File: src/rtl/core/assert_macros.svh
// Assertion macros shared by the frame CRC signature unit.
// Each macro expects clk and rst_n to exist in the module that uses it.
`ifndef ASSERT_MACROS_SVH
`define ASSERT_MACROS_SVH

// Property must hold at every clock edge outside reset.
`define FCRC_ASSERT(label, prop, msg) \
  label: assert property (@(posedge clk) disable iff (!rst_n) (prop)) else $error(msg);

// The consequent must hold in the cycle after the antecedent.
`define FCRC_ASSERT_NEXT(label, ante, cons, msg) \
  label: assert property (@(posedge clk) disable iff (!rst_n) (ante) |=> (cons)) else $error(msg);

`endif

File: src/rtl/core/fcrc_pkg.sv
// Shared types, constants and the CRC byte function of the frame CRC unit.
// No dependencies; imported by every module of the block.
package fcrc_pkg;

  localparam int PIXEL_BITS      = 16;
  localparam int BYTES_PER_PIXEL = PIXEL_BITS / 8;
  localparam int MAX_WIDTH_DEF   = 1024;
  localparam int MAX_HEIGHT_DEF  = 512;
  localparam int QUEUE_DEPTH     = 4;

  localparam int WIDTH_W  = 11;
  localparam int HEIGHT_W = 10;
  localparam int PITCH_W  = 12;
  localparam int COUNT_W  = 21;
  localparam int CFG_IDX_W = 2;

  localparam logic [CFG_IDX_W-1:0] REG_FRAME_WIDTH  = 2'd0;
  localparam logic [CFG_IDX_W-1:0] REG_FRAME_HEIGHT = 2'd1;
  localparam logic [CFG_IDX_W-1:0] REG_ROW_PITCH    = 2'd2;

  localparam logic [10:0] WIDTH_RESET  = 11'd640;
  localparam logic [9:0]  HEIGHT_RESET = 10'd400;
  localparam logic [11:0] PITCH_RESET  = 12'd1280;

  localparam logic [31:0] CRC_POLY = 32'hEDB88320;
  localparam logic [31:0] CRC_INIT = 32'hFFFFFFFF;

  localparam logic [1:0] KIND_VIS  = 2'd0;
  localparam logic [1:0] KIND_DONE = 2'd1;
  localparam logic [1:0] KIND_ERR  = 2'd2;

  typedef struct packed {
    logic [1:0]         kind;
    logic [7:0]         data;
    logic [COUNT_W-1:0] count;
  } fcrc_entry_t;

  function automatic logic [31:0] crc_byte(input logic [31:0] crc, input logic [7:0] b);
    logic [31:0] c;
    c = crc ^ {24'd0, b};
    for (int i = 0; i < 8; i++) begin
      c = c[0] ? ((c >> 1) ^ CRC_POLY) : (c >> 1);
    end
    return c;
  endfunction

endpackage

File: src/rtl/core/fcrc_front.sv
// Front end: accepts surface bytes, tracks row and column, and classifies
// each byte as visible, frame end, geometry error or padding. Uses fcrc_pkg.
module fcrc_front
  import fcrc_pkg::*;
#(
  parameter int MAX_WIDTH  = MAX_WIDTH_DEF,
  parameter int MAX_HEIGHT = MAX_HEIGHT_DEF
) (
  input  logic                clk,
  input  logic                rst_n,
  input  logic [WIDTH_W-1:0]  frame_width,
  input  logic [HEIGHT_W-1:0] frame_height,
  input  logic [PITCH_W-1:0]  row_pitch,
  input  logic                in_valid,
  output logic                in_stall,
  input  logic [7:0]          in_mem_byte,
  input  logic                q_full,
  output logic                q_push,
  output fcrc_entry_t         q_entry
);

  logic [PITCH_W-1:0]  col_r, col_nxt;
  logic [HEIGHT_W-1:0] row_r, row_nxt;
  logic [PITCH_W-1:0]  line_bytes;
  logic [PITCH_W:0]    col_inc;
  logic [21:0]         vis_prod;
  logic                geom_err, visible, last_row, done, wrap, accept;

  assign in_stall   = q_full;
  assign accept     = in_valid && !in_stall;
  assign line_bytes = PITCH_W'(frame_width * BYTES_PER_PIXEL);
  assign col_inc    = {1'b0, col_r} + 13'd1;
  assign vis_prod   = 22'(line_bytes) * 22'(frame_height);

  assign geom_err = (frame_width == '0) || (int'(frame_width) > MAX_WIDTH) ||
                    (frame_height == '0) || (int'(frame_height) > MAX_HEIGHT) ||
                    (row_pitch < line_bytes);
  assign visible  = col_r < line_bytes;
  assign last_row = ({1'b0, row_r} + 11'd1) >= {1'b0, frame_height};
  assign done     = visible && (col_inc == {1'b0, line_bytes}) && last_row;
  assign wrap     = col_inc >= {1'b0, row_pitch};

  assign q_push = accept && (geom_err || visible);

  always_comb begin
    q_entry.data  = in_mem_byte;
    q_entry.count = vis_prod[COUNT_W-1:0];
    if (geom_err) begin
      q_entry.kind = KIND_ERR;
    end else if (done) begin
      q_entry.kind = KIND_DONE;
    end else begin
      q_entry.kind = KIND_VIS;
    end
  end

  always_comb begin
    col_nxt = col_r;
    row_nxt = row_r;
    if (accept && !geom_err) begin
      if (done) begin
        col_nxt = '0;
        row_nxt = '0;
      end else if (wrap) begin
        col_nxt = '0;
        row_nxt = row_r + 10'd1;
      end else begin
        col_nxt = col_inc[PITCH_W-1:0];
      end
    end
  end

  always_ff @(posedge clk) begin
    if (!rst_n) begin
      col_r <= '0;
      row_r <= '0;
    end else begin
      col_r <= col_nxt;
      row_r <= row_nxt;
    end
  end

`include "assert_macros.svh"
  `FCRC_ASSERT_NEXT(a_done_clears, q_push && done && !geom_err, !(|{col_r, row_r}), "counters kept")
  `FCRC_ASSERT_NEXT(a_err_holds, accept && geom_err, $stable({col_r, row_r}), "counters moved")

endmodule

File: src/rtl/core/fcrc_queue.sv
// Short FIFO of classified bytes between the front and back ends.
// Uses fcrc_pkg for the entry type and depth.
module fcrc_queue
  import fcrc_pkg::*;
#(
  parameter int DEPTH = QUEUE_DEPTH
) (
  input  logic        clk,
  input  logic        rst_n,
  input  logic        push,
  input  fcrc_entry_t push_entry,
  output logic        full,
  input  logic        pop,
  output logic        head_valid,
  output fcrc_entry_t head_entry
);

  localparam int PTR_W = $clog2(DEPTH);
  localparam int CNT_W = $clog2(DEPTH + 1);

  fcrc_entry_t        slot_r [DEPTH];
  logic [PTR_W-1:0]   wr_ptr_r, rd_ptr_r;
  logic [CNT_W-1:0]   count_r, count_nxt;
  logic               do_push, do_pop;

  assign full       = count_r == CNT_W'(DEPTH);
  assign head_valid = count_r != '0;
  assign head_entry = slot_r[rd_ptr_r];
  assign do_push    = push && !full;
  assign do_pop     = pop && head_valid;

  always_comb begin
    count_nxt = count_r;
    if (do_push && !do_pop) begin
      count_nxt = count_r + CNT_W'(1);
    end else if (do_pop && !do_push) begin
      count_nxt = count_r - CNT_W'(1);
    end
  end

  always_ff @(posedge clk) begin
    if (do_push) begin
      slot_r[wr_ptr_r] <= push_entry;
    end
  end

  always_ff @(posedge clk) begin
    if (!rst_n) begin
      wr_ptr_r <= '0;
      rd_ptr_r <= '0;
      count_r  <= '0;
    end else begin
      if (do_push) begin
        wr_ptr_r <= wr_ptr_r + PTR_W'(1);
      end
      if (do_pop) begin
        rd_ptr_r <= rd_ptr_r + PTR_W'(1);
      end
      count_r <= count_nxt;
    end
  end

`include "assert_macros.svh"
  `FCRC_ASSERT(a_count_range, count_r <= CNT_W'(DEPTH), "queue count above depth")
  `FCRC_ASSERT(a_no_overflow, !(push && full), "push into a full queue")

endmodule

File: src/rtl/core/fcrc_back.sv
// Back end: runs the CRC over visible bytes and holds the result register.
// Uses fcrc_pkg for the entry type, kinds and crc_byte.
module fcrc_back
  import fcrc_pkg::*;
(
  input  logic               clk,
  input  logic               rst_n,
  input  logic               head_valid,
  input  fcrc_entry_t        head_entry,
  output logic               pop,
  output logic               out_valid,
  input  logic               out_stall,
  output logic [31:0]        out_crc_value,
  output logic [COUNT_W-1:0] out_visible_count,
  output logic               out_status
);

  logic [31:0]        crc_r, crc_nxt, crc_upd;
  logic               out_valid_r;
  logic [31:0]        out_crc_r;
  logic [COUNT_W-1:0] out_count_r;
  logic               out_status_r;
  logic               out_free, is_vis, is_done, pop_result;

  assign out_free   = !out_valid_r || !out_stall;
  assign is_vis     = head_entry.kind == KIND_VIS;
  assign is_done    = head_entry.kind == KIND_DONE;
  assign pop        = head_valid && (is_vis || out_free);
  assign pop_result = pop && !is_vis;
  assign crc_upd    = crc_byte(crc_r, head_entry.data);

  always_comb begin
    crc_nxt = crc_r;
    if (pop && is_vis) begin
      crc_nxt = crc_upd;
    end else if (pop && is_done) begin
      crc_nxt = CRC_INIT;
    end
  end

  always_ff @(posedge clk) begin
    if (!rst_n) begin
      crc_r       <= CRC_INIT;
      out_valid_r <= 1'b0;
    end else begin
      crc_r <= crc_nxt;
      if (out_free) begin
        out_valid_r <= pop_result;
      end
    end
  end

  always_ff @(posedge clk) begin
    if (pop_result) begin
      if (is_done) begin
        out_crc_r    <= ~crc_upd;
        out_count_r  <= head_entry.count;
        out_status_r <= 1'b0;
      end else begin
        out_crc_r    <= '0;
        out_count_r  <= '0;
        out_status_r <= 1'b1;
      end
    end
  end

  assign out_valid         = out_valid_r;
  assign out_crc_value     = out_crc_r;
  assign out_visible_count = out_count_r;
  assign out_status        = out_status_r;

`include "assert_macros.svh"
  `FCRC_ASSERT_NEXT(a_crc_restart, pop && is_done, crc_r == CRC_INIT, "CRC not restarted after frame end")
  `FCRC_ASSERT(a_err_zero, !(out_valid_r && out_status_r) || ((out_crc_r == '0) && (out_count_r == '0)), "error result has nonzero fields")

endmodule

File: src/rtl/core/frame_crc32_signature_unit.sv
// Frame CRC-32 signature unit: top level with configuration registers.
// Instantiates fcrc_front, fcrc_queue and fcrc_back; uses fcrc_pkg.
//
// The unit takes one surface byte per cycle while in_stall is low and computes
// the CRC-32 (ISO-HDLC) of the visible 2*frame_width bytes of each row over
// frame_height rows, with padding bytes skipped. A result is registered when
// the last visible byte of the frame leaves the queue, or after each byte when
// geometry is unsupported. The sustained rate is one byte per cycle, set by
// the single-byte CRC update in the back end; a four-entry queue lets input
// continue while a result waits. Write configuration only while the unit is idle.
module frame_crc32_signature_unit
  import fcrc_pkg::*;
#(
  parameter int MAX_WIDTH  = MAX_WIDTH_DEF,
  parameter int MAX_HEIGHT = MAX_HEIGHT_DEF
) (
  input  logic                 clk,
  input  logic                 rst_n,
  input  logic                 cfg_wr_en,
  input  logic [CFG_IDX_W-1:0] cfg_index,
  input  logic [PITCH_W-1:0]   cfg_wdata,
  input  logic                 in_valid,
  output logic                 in_stall,
  input  logic [7:0]           in_mem_byte,
  output logic                 out_valid,
  input  logic                 out_stall,
  output logic [31:0]          out_crc_value,
  output logic [COUNT_W-1:0]   out_visible_count,
  output logic                 out_status
);

  logic [WIDTH_W-1:0]  frame_width_r;
  logic [HEIGHT_W-1:0] frame_height_r;
  logic [PITCH_W-1:0]  row_pitch_r;
  logic                q_full, q_push, q_pop, q_head_valid;
  fcrc_entry_t         q_entry, q_head;

  always_ff @(posedge clk) begin
    if (!rst_n) begin
      frame_width_r  <= WIDTH_RESET;
      frame_height_r <= HEIGHT_RESET;
      row_pitch_r    <= PITCH_RESET;
    end else if (cfg_wr_en) begin
      case (cfg_index)
        REG_FRAME_WIDTH:  frame_width_r  <= cfg_wdata[WIDTH_W-1:0];
        REG_FRAME_HEIGHT: frame_height_r <= cfg_wdata[HEIGHT_W-1:0];
        REG_ROW_PITCH:    row_pitch_r    <= cfg_wdata;
        default: begin
        end
      endcase
    end
  end

  fcrc_front #(
    .MAX_WIDTH  (MAX_WIDTH),
    .MAX_HEIGHT (MAX_HEIGHT)
  ) u_front (
    .clk          (clk),
    .rst_n        (rst_n),
    .frame_width  (frame_width_r),
    .frame_height (frame_height_r),
    .row_pitch    (row_pitch_r),
    .in_valid     (in_valid),
    .in_stall     (in_stall),
    .in_mem_byte  (in_mem_byte),
    .q_full       (q_full),
    .q_push       (q_push),
    .q_entry      (q_entry)
  );

  fcrc_queue #(
    .DEPTH (QUEUE_DEPTH)
  ) u_queue (
    .clk        (clk),
    .rst_n      (rst_n),
    .push       (q_push),
    .push_entry (q_entry),
    .full       (q_full),
    .pop        (q_pop),
    .head_valid (q_head_valid),
    .head_entry (q_head)
  );

  fcrc_back u_back (
    .clk               (clk),
    .rst_n             (rst_n),
    .head_valid        (q_head_valid),
    .head_entry        (q_head),
    .pop               (q_pop),
    .out_valid         (out_valid),
    .out_stall         (out_stall),
    .out_crc_value     (out_crc_value),
    .out_visible_count (out_visible_count),
    .out_status        (out_status)
  );

endmodule
File: config.mk
export PLATFORM = sky130hd
export DESIGN_NAME = frame_crc32_signature_unit
export DESIGN_NICKNAME = d
export VERILOG_FILES = /design/src/rtl/core/fcrc_pkg.sv /design/src/rtl/core/fcrc_front.sv /design/src/rtl/core/fcrc_queue.sv /design/src/rtl/core/fcrc_back.sv /design/src/rtl/core/frame_crc32_signature_unit.sv
export VERILOG_INCLUDE_DIRS = /design/src /design/src/rtl/core
export SDC_FILE = /design/constraint.sdc
export NUM_CORES = 1
export LEC_CHECK = 0
export BUFFER_PORTS_ARGS = -buffer_cell sky130_fd_sc_hd__buf_2
export CAP_MARGIN = 5
export CORE_ASPECT_RATIO = 0.7
export CORE_MARGIN = 2
export CORE_UTILIZATION = 40
export CTS_CLUSTER_SIZE = 14
export DETAILED_ROUTE_END_ITERATION = 8
export HOLD_SLACK_MARGIN = 0.12
export SYNTH_ARGS = -nofsm -noshare
export SYNTH_HDL_FRONTEND = slang
export SYNTH_HIERARCHICAL = 1
export SYNTH_SLANG_ARGS = --single-unit
File: constraint.sdc
create_clock -name clk -period 7.4 [get_ports clk]
set_clock_uncertainty 0.1 [all_clocks]
set_input_delay 0.37 -clock clk [delete_from_list [all_inputs] [get_ports clk]]
set_output_delay 0.37 -clock clk [all_outputs]
set_load 0.01 [all_outputs]
==> results of run 1 <==
[layout by cell type (no fill, tap or decap), types with 10 or more instances in the layout]
master and instances:
dlygate4sd3_1 24, buf_2 82, nor2b_1 13, mux4_2 31, o21ai_0 18, o22ai_1 20, buf_4 13, nand3_1 16
a21o_1 10, dfxtp_1 96, nand2_1 143, nor2_1 108, inv_1 131, xor2_1 29, nor3_1 12, and2_1 59
a21oi_1 36, xnor2_1 96, ha_1 102, fa_1 70, clkbuf_16 29, mux2i_1 35, nand4_1 12, edfxtp_1 178
[area by class of cell]
| class | instances | area, um2 | area share, % |
|---|---|---|---|
| multi-input cells | 927 | 7990 | 44.1 |
| flip-flops and latches | 275 | 7290 | 40.2 |
| clock buffers | 35 | 758 | 4.19 |
| repair buffers | 119 | 748 | 4.13 |
| well taps | 535 | 669 | 3.70 |
| inverters | 136 | 510 | 2.82 |
| clock inverters | 18 | 149 | 0.822 |
[per-stage QoR]
| step | setup WS (ps) | hold WS, ps | utilization [%] | total power [mW] | instance area (um2) |
|---|---|---|---|---|---|
| finish | 1120 | 177 | 45.6 | 6.50 | 18100 |
| global route | 823 | 139 | 45.6 | 6.90 | 18100 |
| CTS | 1160 | 128 | 45.6 | 6.54 | 18100 |
| detailed placement | 1160 | 371 | 42.7 | 5.10 | 17000 |
| global placement | 1330 | 366 | 42.7 | 5.07 | 17000 |
| floorplan | 1620 | 334 | - | 4.33 | 16100 |
[layer usage]
metal  vias to the layer above  wire, um  part of all wire, %
li1                       5002         -                    -
met1                      5145     19500                   52
met2                       280     15000                   40
met3                        38      2400                  6.4
met4                         0       471                  1.3
met5                         -         0                    0
[synthesized netlist by cell type, drive strengths merged, types with 3 or more instances]
cell     number  area (um2)
edfxtp      178        5350
nand2       143         537
inv         131         492
nor2        108         405
xnor2       103         977
ha          102        1280
dfxtp        97        1940
fa           70        1400
and2         59         369
a21oi        38         194
clkbuf       35         133
mux2i        35         350
buf          31         215
mux4         31         698
xor2         31         298
o21ai        22         121
o22ai        20         125
nand3        16        80.1
nor2b        14        87.6
nand4        12        75.1
nor3         12        60.1
a21o         10        75.1
nor4          8        50.1
o211ai        7        52.6
a31oi         6        37.5
nand2b        6        37.5
clkinv        5        18.8
or3           5        32.5
a211oi        4        30.0
a311oi        4        41.3
a32o          4        40.0
nor3b         4        35.0
a2111oi       3        38.8
and4          3        26.3
nand3b        3        22.5
nand4b        3        26.3
o2111ai       3        26.3
o21a          3        22.5
o31ai         3        27.5
or2           3        18.8
[worst max-delay path by stage]
stage	from	slack, ps	cells after the start	to
final	frame_width_r[2]	1120	18	u_queue/slot_r[0][20]
after global placement	frame_width_r[5]	1330	18	u_queue/slot_r[0][20]
after CTS	frame_width_r[2]	1160	18	u_queue/slot_r[0][20]
after detailed placement	frame_width_r[2]	1160	18	u_queue/slot_r[2][20]
after floorplan	frame_width_r[5]	1620	19	u_queue/slot_r[0][20]
after global routing	frame_width_r[2]	820	17	u_queue/slot_r[2][20]
[flip-flops by register name, summed over array words and instances (netlist names), named ones only]
register,cells
u_queue/slot_r,124
frame_width_r,11
u_back/crc_r,32
u_front/row_r,10
u_queue/rd_ptr_r,2
row_pitch_r,12
u_back/out_visible_count,21
frame_height_r,10
u_back/out_status,1
u_queue/count_r,3
u_back/out_valid,1
u_front/col_r,12
u_queue/wr_ptr_r,2
u_back/out_crc_value,32
[cells by family after synthesis]
kind of cell | after synthesis | synth area share [%]
AOI/OAI and AO/OA | 142 | 5.97
muxes | 66 | 6.51
buffers and inverters | 202 | 5.33
adders and majority gates | 173 | 16.7
xor gates and xnor gates | 135 | 8.05
and+or+nand+nor | 410 | 12.2
other | 1 | 0.0233
DFF | 275 | 45.2
[power groups by stage]
stage               Sequential [mW]  Clock, mW  Combinational [mW]
floorplan                      2.35          0                1.99
global placement               2.26          0                2.80
detailed placement             2.28          0                2.82
CTS                            2.24       1.45                2.85
global route                   2.27       1.50                3.12
finish                         2.24       1.41                2.86
[repair_timing]
item | 4_1_cts | 5_1_grt
hold buffers | 24 | 0
hold endpoints to repair | 66 | 0
buffers inserted | 0 | 0
[worst min-delay path, cell delays in order]
cell     delay [ps]
buf_2           120
inv_1           170
a21oi_1         160
==> flow_summary.ini, run 1 <==
[clock_tree]
cts-root-buf = clkbuf_16
clkSinkCount = 275
insertion_delay_ps = 590
numCtsBuffers = 29
htreeDepth = 1
cts_buffer_depth = 3
clkSlewWorstSetupHoldPaths_ps = 60
cts-resized-gates = 0
cts_tree = yes

[critical_path]
crit_type = reg -> reg
startpoint_type = flop
arrival_ps = 6560
critical_path_buf_inv_count = 3
crit_family = adder cells
r2r_cells = 18
rr_endpoint = u_queue/slot_r[0][20]
crit_chain = clkinv_1 > nor2_1 > fa_1 > ha_1 > inv_1 > fa_1 > inv_1 > fa_1 > fa_1 > ha_1 > or3_1 > or2_2 > a31oi_1 > o31ai_1 > or4_1 > a31o_2 > a21oi_1 > xnor2_1
cp_common_cell = fa_1
cpPeakStageDelay_ps = 550
reg2reg_from = frame_width_r[2]
cp_slowest_cell = dfxtp_1
cp_max_fo = 9
end_kind = flop
reg2reg_slack_ps = 1120
crit_required_ps = 7670

[global_routing]
busiest_layer = met1
overflow = 0
track_usage_pct = 18.1
gr-usage-met1_pct = 28.3
grt_pass1_vias = 10400
grt_pass1_wl_mm = 59.1
grt_antenna_before_repair = 0
use_met3_pct = 3.57
grt_max_degree = 78
use_met2_pct = 26.1

[die]
start_util_pct = 40.6
die_area_um2 = 41900
rows = 61
die_h_um = 172
die_x_um = 244
io_pins = 83
fp.coreArea_um2 = 39700

[power_and_ir_drop]
p_per_area_nw_per_um2 = 359
clock_power_share_pct = 21.6
swShare_pct = 38.2
cellLeakagePower_nw = 7.37
p_comb_share_pct = 43.9
power_frac_seq_pct = 34.4
p_int_mw = 4.01
power_switching_mw = 2.49
ir_worst_vdd_v = 0.000279

[timing]
fmax_ghz = 0.159
tightest_slew_ps = 1220
fin_crit_ps = 6280
slew_violations = 0
max_slew_margin_pct = 17.8
rsz0062_at_grt = no
finalSetupViolCount = 0
finalSetupTns_ps = 0
final-hold-violation-count = 0
post-route-period-util_pct = 84.9

[synth]
syn_area_um2 = 16100
synthesis.nets = 1603
synth_cell_types = 78
synthFlopType = edfxtp_1
ys_ff_latch = 275
synth_warnings = 6
synth_edf_count = 178
async_reset_ff_share_pct = 0
synth_area_per_cell_um2 = 11.5
ys_seq_area_share_pct = 45.2
syn_inst = 1404

[finish]
drive_gt1_share_pct = 13.1
diodes = 0
num-fill-cells = 3683
area_growth_pct = 12.4
finalNetCount = 1687
final_cells = 2045

[hold_path]
holdPathEnd = u_back/out_valid
min_path_type = in -> reg
min_delay_path_depth = 3
min-delay-start = rst_n

[detailed_routing]
initialDrtViolationCount = 709
drtPass1Iterations = 5
wl_per_cell_um = 18.3
viasPerCell = 5.12
via_count = 10500
detail-route-antenna-nets = 0
route.detailed.drc = 0
wirelength_mm = 37.4

[place]
hpwl_mm = 27.0
gp_congestion = 0.875
port_buffers = 82
dp_cells = 1968

[outcome]
outcome = completed

[run]
drv_cap = 0
Note: power is estimated with default switching activity, not from simulation.
==> run 2, diff against run 1 <==
ABC_AREA = 1   (was default)
clock period = 6.5 ns   (was 7.4 ns; I/O delays follow)
==> run 2 against run 1 <==
Sequential power up 20%. Sequential share of layout area down 2.6 points. Die area up 8.1%. Core utilization down 0.17 points. Total power up 37%. Non-clock buffer count up 1. Routed wire length up 8.6%. Largest power group unchanged.
==> flow_summary.ini, run 2 <==
[outcome]
outcome = completed

[die]
die_x_um = 254
die_h_um = 179
die_area_um2 = 45300
fp.coreArea_um2 = 42600
start_util_pct = 40.9
io_pins = 83
rows = 63

[synth]
synth_top_family_by_area = simple AND/OR/NAND/NOR gates
ys_seq_area_share_pct = 41.8
async_reset_ff_share_pct = 0
synthesis.nets = 2214
synth_compound_gate_area_share_pct = 6.65
synthFlopType = edfxtp_1
synth.most_common_cell = nand2_1
ys_ff_latch = 275
yosysTopAreaCell = edfxtp_1
netlist_top_cells_count = nand2_1, inv_1, nor2_1
synth-simple-area-share_pct = 20.8
syn_inst = 2015
yosys.area_share.adder_pct = 15.4
synth_xor_area_share_pct = 5.06
synth.top_cell.area_share_pct = 30.6
synth_area_per_cell_um2 = 8.66
syn_area_um2 = 17400
synth_mux_area_share_pct = 0
synth_warnings = 6
synth.area.top_cells = edfxtp_1, dfxtp_1, nand2_1
synth_edf_count = 178
synth_cell_types = 49

[power_and_ir_drop]
p_per_area_nw_per_um2 = 459
ir_worst_vdd_v = 0.000293
cellLeakagePower_nw = 9.20

[hold_path]
min_path_type = in -> reg

[timing]
tightest_slew_ps = 852
post-route-period-util_pct = 85.4
max_slew_margin_pct = 43.1
rsz0062_at_grt = no
fmax_ghz = 0.180
timing.hold.ws_ps = 198
slew_violations = 0
finalSetupViolCount = 0
fin_crit_ps = 5550
final-hold-violation-count = 0
fin_ws_ps = 950
finalSetupTns_ps = 0

[global_routing]
grt_max_degree = 63
grt_antenna_before_repair = 0
grt_pass1_wl_mm = 65.8
track_usage_pct = 18.3
overflow = 0
grt_pass1_vias = 12500

[clock_tree]
postCtsSetupBuffers = 0
cts-resized-gates = 0
cts_buffer_depth = 3
insertion_delay_ps = 580
cts_tree = yes
numCtsBuffers = 29
htreeDepth = 1
cts-root-buf = clkbuf_16
clkSlewWorstSetupHoldPaths_ps = 60
cts_hold_buffers = 24
clkSinkCount = 275

[detailed_routing]
initialDrtViolationCount = 902
via_count = 13200
viasPerCell = 4.92
wirelength_mm = 40.6
drtPass1Iterations = 5
wl_per_cell_um = 15.1
route.detailed.drc = 0
detail-route-antenna-nets = 0

[finish]
largest_reg_flops = 124
post-route-util_pct = 45.5
area_growth_pct = 11.1
layout_common_cells = nand2_1, inv_1, nor2_1
largest-register = u_queue/slot_r
finalNetCount = 2277
diodes = 0
mostFrequentLayoutCell = nand2_1
drive_gt1_share_pct = 10.0

[critical_path]
crit_required_ps = 6760
startpoint_type = flop
cp_max_fo = 14
crit_type = reg -> reg
arrival_ps = 5810
end_kind = flop

[run]
drv_cap = 0

[place]
gp_congestion = 0.898
port_buffers = 82
place_worst_setup_slack_ps = 993
hpwl_mm = 29.3
==> run 2: per-stage QoR <==
stage	power (mW)	std cells	instance area, um2
after detailed placement	7.22	2608	18200
after floorplan	6.11	2015	17400
after global routing	9.61	2686	19400
after CTS	8.91	2686	19400
final	8.90	2686	19400
after global placement	7.15	2608	18200
==> run 2: layout make-up <==
type | instances | area, um2
multi-input cells | 1315 | 8370
clock inverters | 14 | 159
clock buffers | 40 | 797
repair buffers | 120 | 756
well taps | 585 | 732
fillers | 4082 | 23300
inverters | 337 | 1280
flip-flops and latches | 275 | 7290
==> run 2: kinds of logic after synthesis <==
family / Yosys count
other cells: 1
flops: 275
compound gates: 212
xor+xnor: 92
buf+inv: 425
fa+ha+maj: 172
simple gates: 838
==> run 2: routing by layer <==
| metal | routed length [um] | share of wire [%] | track usage [%] | vias to the layer above |
|---|---|---|---|---|
| met2 | 16700 | 41 | 26.8 | 373 |
| met5 | 0 | 0 | 0 | - |
| li1 | - | - | - | 6526 |
| met1 | 20700 | 51 | 28.2 | 6253 |
| met3 | 2600 | 6.4 | 3.02 | 60 |
| met4 | 653 | 1.6 | 3.55 | 0 |
==> run 2: where the power goes <==
group	leakage (nW)	internal, mW	switching [mW]
clock network	0.450	0.947	0.711
logic	6.30	1.48	3.07
registers	2.45	2.51	0.176
total	9.20	4.94	3.96
==> run 2: final timing paths <==
| kind | slack (ps) | to | start | depth (start not counted) |
|---|---|---|---|---|
| setup reg to reg | 950 | u_queue/slot_r[2][17] | frame_height_r[9] | 16 |
| setup / recovery | 950 | u_queue/slot_r[2][17] | frame_height_r[9] | 16 |
| hold reg to reg | 400 | u_queue/rd_ptr_r[0] | u_queue/rd_ptr_r[0] | 2 |
| hold / removal | 200 | frame_width_r[7] | cfg_wr_en | 3 |
==> run 2: critical path, stage by stage (launching register included) <==
cell and delay, ps:
dfxtp_1 640, nand2_1 160, fa_1 550, fa_1 550, inv_1 60, fa_1 510
fa_1 560, inv_1 60, fa_1 520, inv_1 40, ha_1 340, nand2_1 60
o21ai_0 350, a21boi_0 280, nor3_1 200, nor2_1 80, xnor2_1 300
==> run 3, diff against run 2 <==
CORE_MARGIN = 5   (was 2)
==> run 3 against run 2 <==
Via count down 0.90%. Sequential share of layout area hardly changed. Setup slack improved by 19 ps. Register-to-register slack better by 20 ps. Final area about the same. Routed wire length down 0.49%. Non-clock buffer count rose by 2. Highest routed layer unchanged. First-iteration DRC count increased by 1.8%.
==> flow_summary.ini, run 3 (synthesized netlist as in run 2, its figures left out) <==
[timing]
post-route-period-util_pct = 85.1
rsz0062_at_grt = no
tightest_slew_ps = 786
final-hold-violation-count = 0
slew_violations = 0
fin_crit_ps = 5530
finalSetupViolCount = 0
max_slew_margin_pct = 47.6
finalSetupTns_ps = 0
fmax_ghz = 0.181

[clock_tree]
cts_hold_buffers = 26
cts_tree = yes
htreeDepth = 1
clkSlewWorstSetupHoldPaths_ps = 60
insertion_delay_ps = 570
cts-root-buf = clkbuf_16
cts_buffer_depth = 3
numCtsBuffers = 28
postCtsSetupBuffers = 0
clkSinkCount = 275
cts-resized-gates = 0

[finish]
mostFrequentLayoutCell = nand2_1
layout_common_cells = nand2_1, inv_1, nor2_1
largest-register = u_queue/slot_r
diodes = 0
final_cells = 2695
finalNetCount = 2278
drive_gt1_share_pct = 9.85
num-fill-cells = 4246
largest_reg_flops = 124
multi_input_area_um2 = 8370
seq_area_um2 = 7290
area_growth_pct = 11.1

[critical_path]
cp_common_cell = fa_1
cp_max_fo = 14
cp.depth = 16
arrival_ps = 5780
reg2reg_slack_ps = 970
end_kind = flop
crit_chain = nand2_1 > fa_1 > fa_1 > inv_1 > fa_1 > fa_1 > inv_1 > fa_1 > inv_1 > ha_1 > nand2_1 > o21ai_0 > a21boi_0 > nor3_1 > nor2_1 > xnor2_1
rr_endpoint = u_queue/slot_r[2][17]
crit_path_end = u_queue/slot_r[2][17]
startpoint_type = flop
r2r_cells = 16
reg2reg_from = frame_height_r[9]
crit_family = adder cells
critical_path_buf_inv_count = 3
cpPeakStageDelay_ps = 640
cp_slowest_cell = dfxtp_1
crit_required_ps = 6750
startpoint = frame_height_r[9]
crit_type = reg -> reg

[global_routing]
grt_pass1_wl_mm = 65.6
grt_antenna_before_repair = 0
grt_pass1_vias = 12600
grt_max_degree = 71
track_usage_pct = 16.7
overflow = 0

[detailed_routing]
drtPass1Iterations = 5
initialDrtViolationCount = 918
wl_per_cell_um = 15.0
route.detailed.drc = 0
wirelength_mm = 40.4
detail-route-antenna-nets = 0
viasPerCell = 4.86
via_count = 13100

[die]
die_x_um = 260
rows = 64
fp.coreArea_um2 = 43400
die_h_um = 185
die_area_um2 = 47900
start_util_pct = 40.2
io_pins = 83

[place]
dp_cells = 2617
port_buffers = 82
hpwl_mm = 29.3
gp_congestion = 0.922

[hold_path]
min_path_type = in -> reg

[power_and_ir_drop]
cellLeakagePower_nw = 9.20
p_per_area_nw_per_um2 = 456
ir_worst_vdd_v = 0.000295

[outcome]
outcome = completed

[run]
drv_cap = 0
-- run 3: cell count changes in the layout (fill, tap and decap cells not counted), sizes merged --
cell and change:
clkinvlp -4, clkinv +3, dlygate4sd3 +2, inv -1
-- run 3: stage by stage --
stage	hold slack (ps)	power (mW)	instance area, um2	util [%]	setup slack [ps]
5_1_grt	211	9.51	19400	44.6	512
3_3_place_gp	376	7.16	18200	41.9	1170
4_1_cts	151	8.87	19400	44.6	984
2_1_floorplan	345	6.11	17400	-	1400
6_report	186	8.83	19400	44.6	969
3_5_place_dp	386	7.22	18200	41.9	1040
-- run 3: worst min-delay path by stage --
stage | from | endpoint | slack, ps | cells past startpoint
detailed placement | u_back/crc_r[9] | u_back/crc_r[9] | 390 | 2
floorplan | rst_n | u_queue/count_r[2] | 350 | 2
global placement | u_back/crc_r[31] | u_back/crc_r[31] | 380 | 2
finish | cfg_wr_en | frame_width_r[9] | 190 | 3
global route | cfg_wr_en | frame_width_r[9] | 210 | 3
CTS | cfg_wr_en | frame_width_r[9] | 150 | 3
-- run 3: tightest hold or removal path, cell delays in order --
cell and delay (ps):
buf_2 260, nand3_1 150, nand3_1 70
-- run 3: where the power goes --
group | total (mW) | switching (mW) | internal, mW | leakage [nW]
registers | 2.70 | 0.188 | 2.51 | 2.45
clock network | 1.59 | 0.676 | 0.914 | 0.447
logic | 4.54 | 3.06 | 1.48 | 6.31
-- run 3: per-layer routing --
metal	vias to the layer above	global-route usage (%)	wire, um
li1	6540	-	-
met1	6190	25.7	20200
met2	330	25.4	17100
met3	33	2.45	2630
met4	0	2.98	442
met5	-	0	0
-- run 3: layout make-up --
| class | count | area share [%] |
|---|---|---|
| Clock inverter | 12 | 0.710 |
| Tap cell | 594 | 3.84 |
| Timing Repair Buffer | 122 | 4.00 |
| Sequential cell | 275 | 37.6 |
| Multi-Input combinational cell | 1315 | 43.2 |
| Clock buffer | 40 | 4.00 |
| Inverter | 337 | 6.62 |
